### src/rtl/tcphs_ram.sv
// ----------------------------------------------------------------------------
// tcphs_ram - generic simple dual-port RAM
// One write port, one read port, read data registered.
// ----------------------------------------------------------------------------
module tcphs_ram #(
	parameter int WIDTH = 8,
	parameter int DEPTH = 16
) (
	input  logic                     clk,
	input  logic                     wr_en,
	input  logic [$clog2(DEPTH)-1:0] wr_addr,
	input  logic [WIDTH-1:0]         wr_data,
	input  logic                     rd_en,
	input  logic [$clog2(DEPTH)-1:0] rd_addr,
	output logic [WIDTH-1:0]         rd_data
);

	logic [WIDTH-1:0] mem [DEPTH];

	always_ff @(posedge clk) begin
		if (wr_en) begin
			mem[wr_addr] <= wr_data;
		end
		if (rd_en) begin
			rd_data <= mem[rd_addr];
		end
	end

endmodule

### config.mk
export PLATFORM = sky130hd
export DESIGN_NAME = tcphs_ram
export DESIGN_NICKNAME = d
export VERILOG_FILES = /design/src/rtl/tcphs_ram.sv
export SDC_FILE = /design/constraint.sdc
export NUM_CORES = 1
export LEC_CHECK = 0
export BUFFER_PORTS_ARGS = -buffer_cell sky130_fd_sc_hd__buf_2
export CORE_MARGIN = 3
export CORE_UTILIZATION = 35
export CTS_BUF_LIST = sky130_fd_sc_hd__clkbuf_8
export DETAILED_ROUTE_END_ITERATION = 7
export PLACE_DENSITY_LB_ADDON = 0.25
export SYNTH_ARGS = -nofsm -noshare
export SYNTH_HDL_FRONTEND = slang
export SYNTH_SLANG_ARGS = --single-unit
### constraint.sdc
create_clock -name clk -period 2.8 [get_ports clk]
set_input_delay 0.14 -clock clk [delete_from_list [all_inputs] [get_ports clk]]
set_output_delay 0.14 -clock clk [all_outputs]
set_load 0.01 [all_outputs]
==> qor.yml <==
hold_depth: 1
setup_viol_count_final: 0
wl_per_cell_um: 22.5
ctsResizeCount: 0
p_leak_uw: 0.00200
worstPathMaxFanout: 1
startpoint_type: "register"
finClkSkew_ns: 0.00893
seq_area_frac_synth_pct: 78.1
fin_setup_tns_ns: 0
routed_wl_um: 10600
drv_cap: 0
finalHoldViolCount: 0
gp_congestion: 0.696
worst_slew_pin_slew_ns: 0.991
post-place-ws_ns: 0.720
final_area_sq_um: 6050
cts.sinks: 136
insertion_delay_ns: 0.43
ctsHoldBuffers: 0
slew_headroom_pct: 33.7
start_util_pct: 35.8
worst_slack_ns: 1.21
synthesis.nets: 248
io_pins: 27
fillers: 1263
crit_path_end_kind: "register"
min_path_type: "primary input to register"
die_area_sq_um: 16400
ctsHtreeMaxLevel: 4
ant_nets: 0
grt_pass1_wl_um: 16100
layout_worst_path_cycle_share_pct: 56.7
layout_commonest_cell: "edfxtp_1"
gr-usage-met3_pct: 3.79
vias: 2454
hold-path-endpoint: "rd_data[4]"
syn_inst: 229
place_area_sq_um: 5590
avgSynthCellArea_sq_um: 22.8
cts_made_buffers: 17
avgViaCountPerCell: 5.21
hold_start: "rd_en"
required_ns: 2.96
timing.fmax_ghz: 0.629
r2r_end: "rd_data[0]"
grt_usage_pct: 14.0
synth_cell_type_count: 18
synthesis.area_sq_um: 5230
r2r-start: "mem[1][0]"
grt_max_degree: 23
drive_above_1_share_pct: 29.6
antennaDiodeCount: 0
fp.coreArea_sq_um: 14600
cts_setup_buffers: 0
first_pass_iters: 4
nNetsFinal: 293
p_per_area_nw_per_um2: 723
ctsLongestPathBuffers: 2
top_usage_layer: "met2"
drv_slew: 0
portBuffers: 26
overflow: 0
most-common-layout-cells: "edfxtp_1, buf_2, mux4_2"
gr-usage-met2_pct: 20.6
r2r_cells: 3
vdd_drop_max_mv: 0.336
area_growth_pct: 15.8
tritoncts: "built"
grt_pass1_vias: 2588
fin_util_pct: 41.5
antenna_found_initial: 0
criticalPathCategory: "register to register"
status: "completed"
dieHeight_um: 128
synth_seq_cells: 136
fp-row-count: 44
dp.final_hpwl_um: 6840
rsz0062_at_grt: "false"
drt-initial-drc-count: 199
arrival_ns: 1.75
period_minus_slack_ns: 1.59
r2r_slack_ns: 1.21
multi_input_area_sq_um: 1060
seqCellArea_sq_um: 4080
synth_warnings: 0
clk_pin_slew_ns: 0.08
drc: 0
dieWidth_um: 128
grt_use_met1_pct: 19.8
cts_root_buf: "clkbuf_8"
## critical path, cell delays in order, from the launching register on
cell,delay (ns)
edfxtp_1,0.37
mux4_1,0.51
a22oi_1,0.29
nand2_1,0.16
## worst max-delay path by stage
stage,start,to,slack [ns]
final,mem[1][0],rd_data[0],1.21
after global routing,rd_addr[0],rd_data[4],1.14
after floorplan,wr_addr[2],mem[0][0],1.17
after CTS,mem[1][0],rd_data[0],1.20
after global placement,rd_addr[0],rd_data[4],0.74
after detailed placement,rd_addr[0],rd_data[4],0.72
## per-layer routing
metal | part of all wire (%) | up-vias
li1 | - | 1074
met2 | 47 | 93
met1 | 46 | 1270
met4 | 2.1 | 0
met5 | 0 | -
met3 | 4.9 | 17
## synthesized netlist by cell type
cell type / number / area [sq um]
buf_6: 3 / 33.8
mux4_1: 14 / 368
nor2_1: 13 / 48.8
a22oi_1: 16 / 120
nor3_1: 4 / 20.0
buf_4: 1 / 7.51
and2_1: 1 / 6.26
nand2_1: 9 / 33.8
nor2b_1: 1 / 6.26
nand2b_1: 2 / 12.5
mux4_2: 18 / 405
nand3b_1: 2 / 15.0
clkdlybuf4s25_2: 3 / 30.0
nand3_1: 1 / 5.00
buf_2: 3 / 15.0
and2b_1: 1 / 7.51
or3b_2: 1 / 8.76
edfxtp_1: 136 / 4080
## per-stage QoR
stage	hold WS, ns	power (uW)	instances
floorplan	0.239	2470	229
global placement	0.520	2560	439
detailed placement	0.522	2570	439
CTS	0.0472	4420	471
global route	0.0460	4530	471
finish	0.0713	4370	471
## area by class of cell
| type | count | share of cell area (%) |
|---|---|---|
| repair buffers | 36 | 3.60 |
| clock buffers | 17 | 3.86 |
| multi-input cells | 83 | 17.5 |
| clock inverters | 15 | 3.82 |
| flip-flops and latches | 136 | 67.5 |
| well taps | 184 | 3.80 |
## flip-flops by register name, summed over array words and instances (netlist names)
name     cells
mem        128
rd_data      8
## report_power, final
group	internal (uW)	switching, uW	total (uW)
clock	1140	720	1860
combinational	85.4	130	215
sequential	2290	10.6	2300
total	3510	860	4370
## kinds of logic (layout without fill, tap and decap cells)
| group | count (synthesis) | after routing | share of synthesized area (%) |
|---|---|---|---|
| multiplexers | 32 | 32 | 14.8 |
| flip-flops | 136 | 136 | 78.1 |
| buffers and inverters | 10 | 68 | 1.65 |
| AND/OR/NAND/NOR | 35 | 35 | 3.14 |
| AO/OA/AOI/OAI | 16 | 16 | 2.30 |
(Power assumes the default switching activity.)
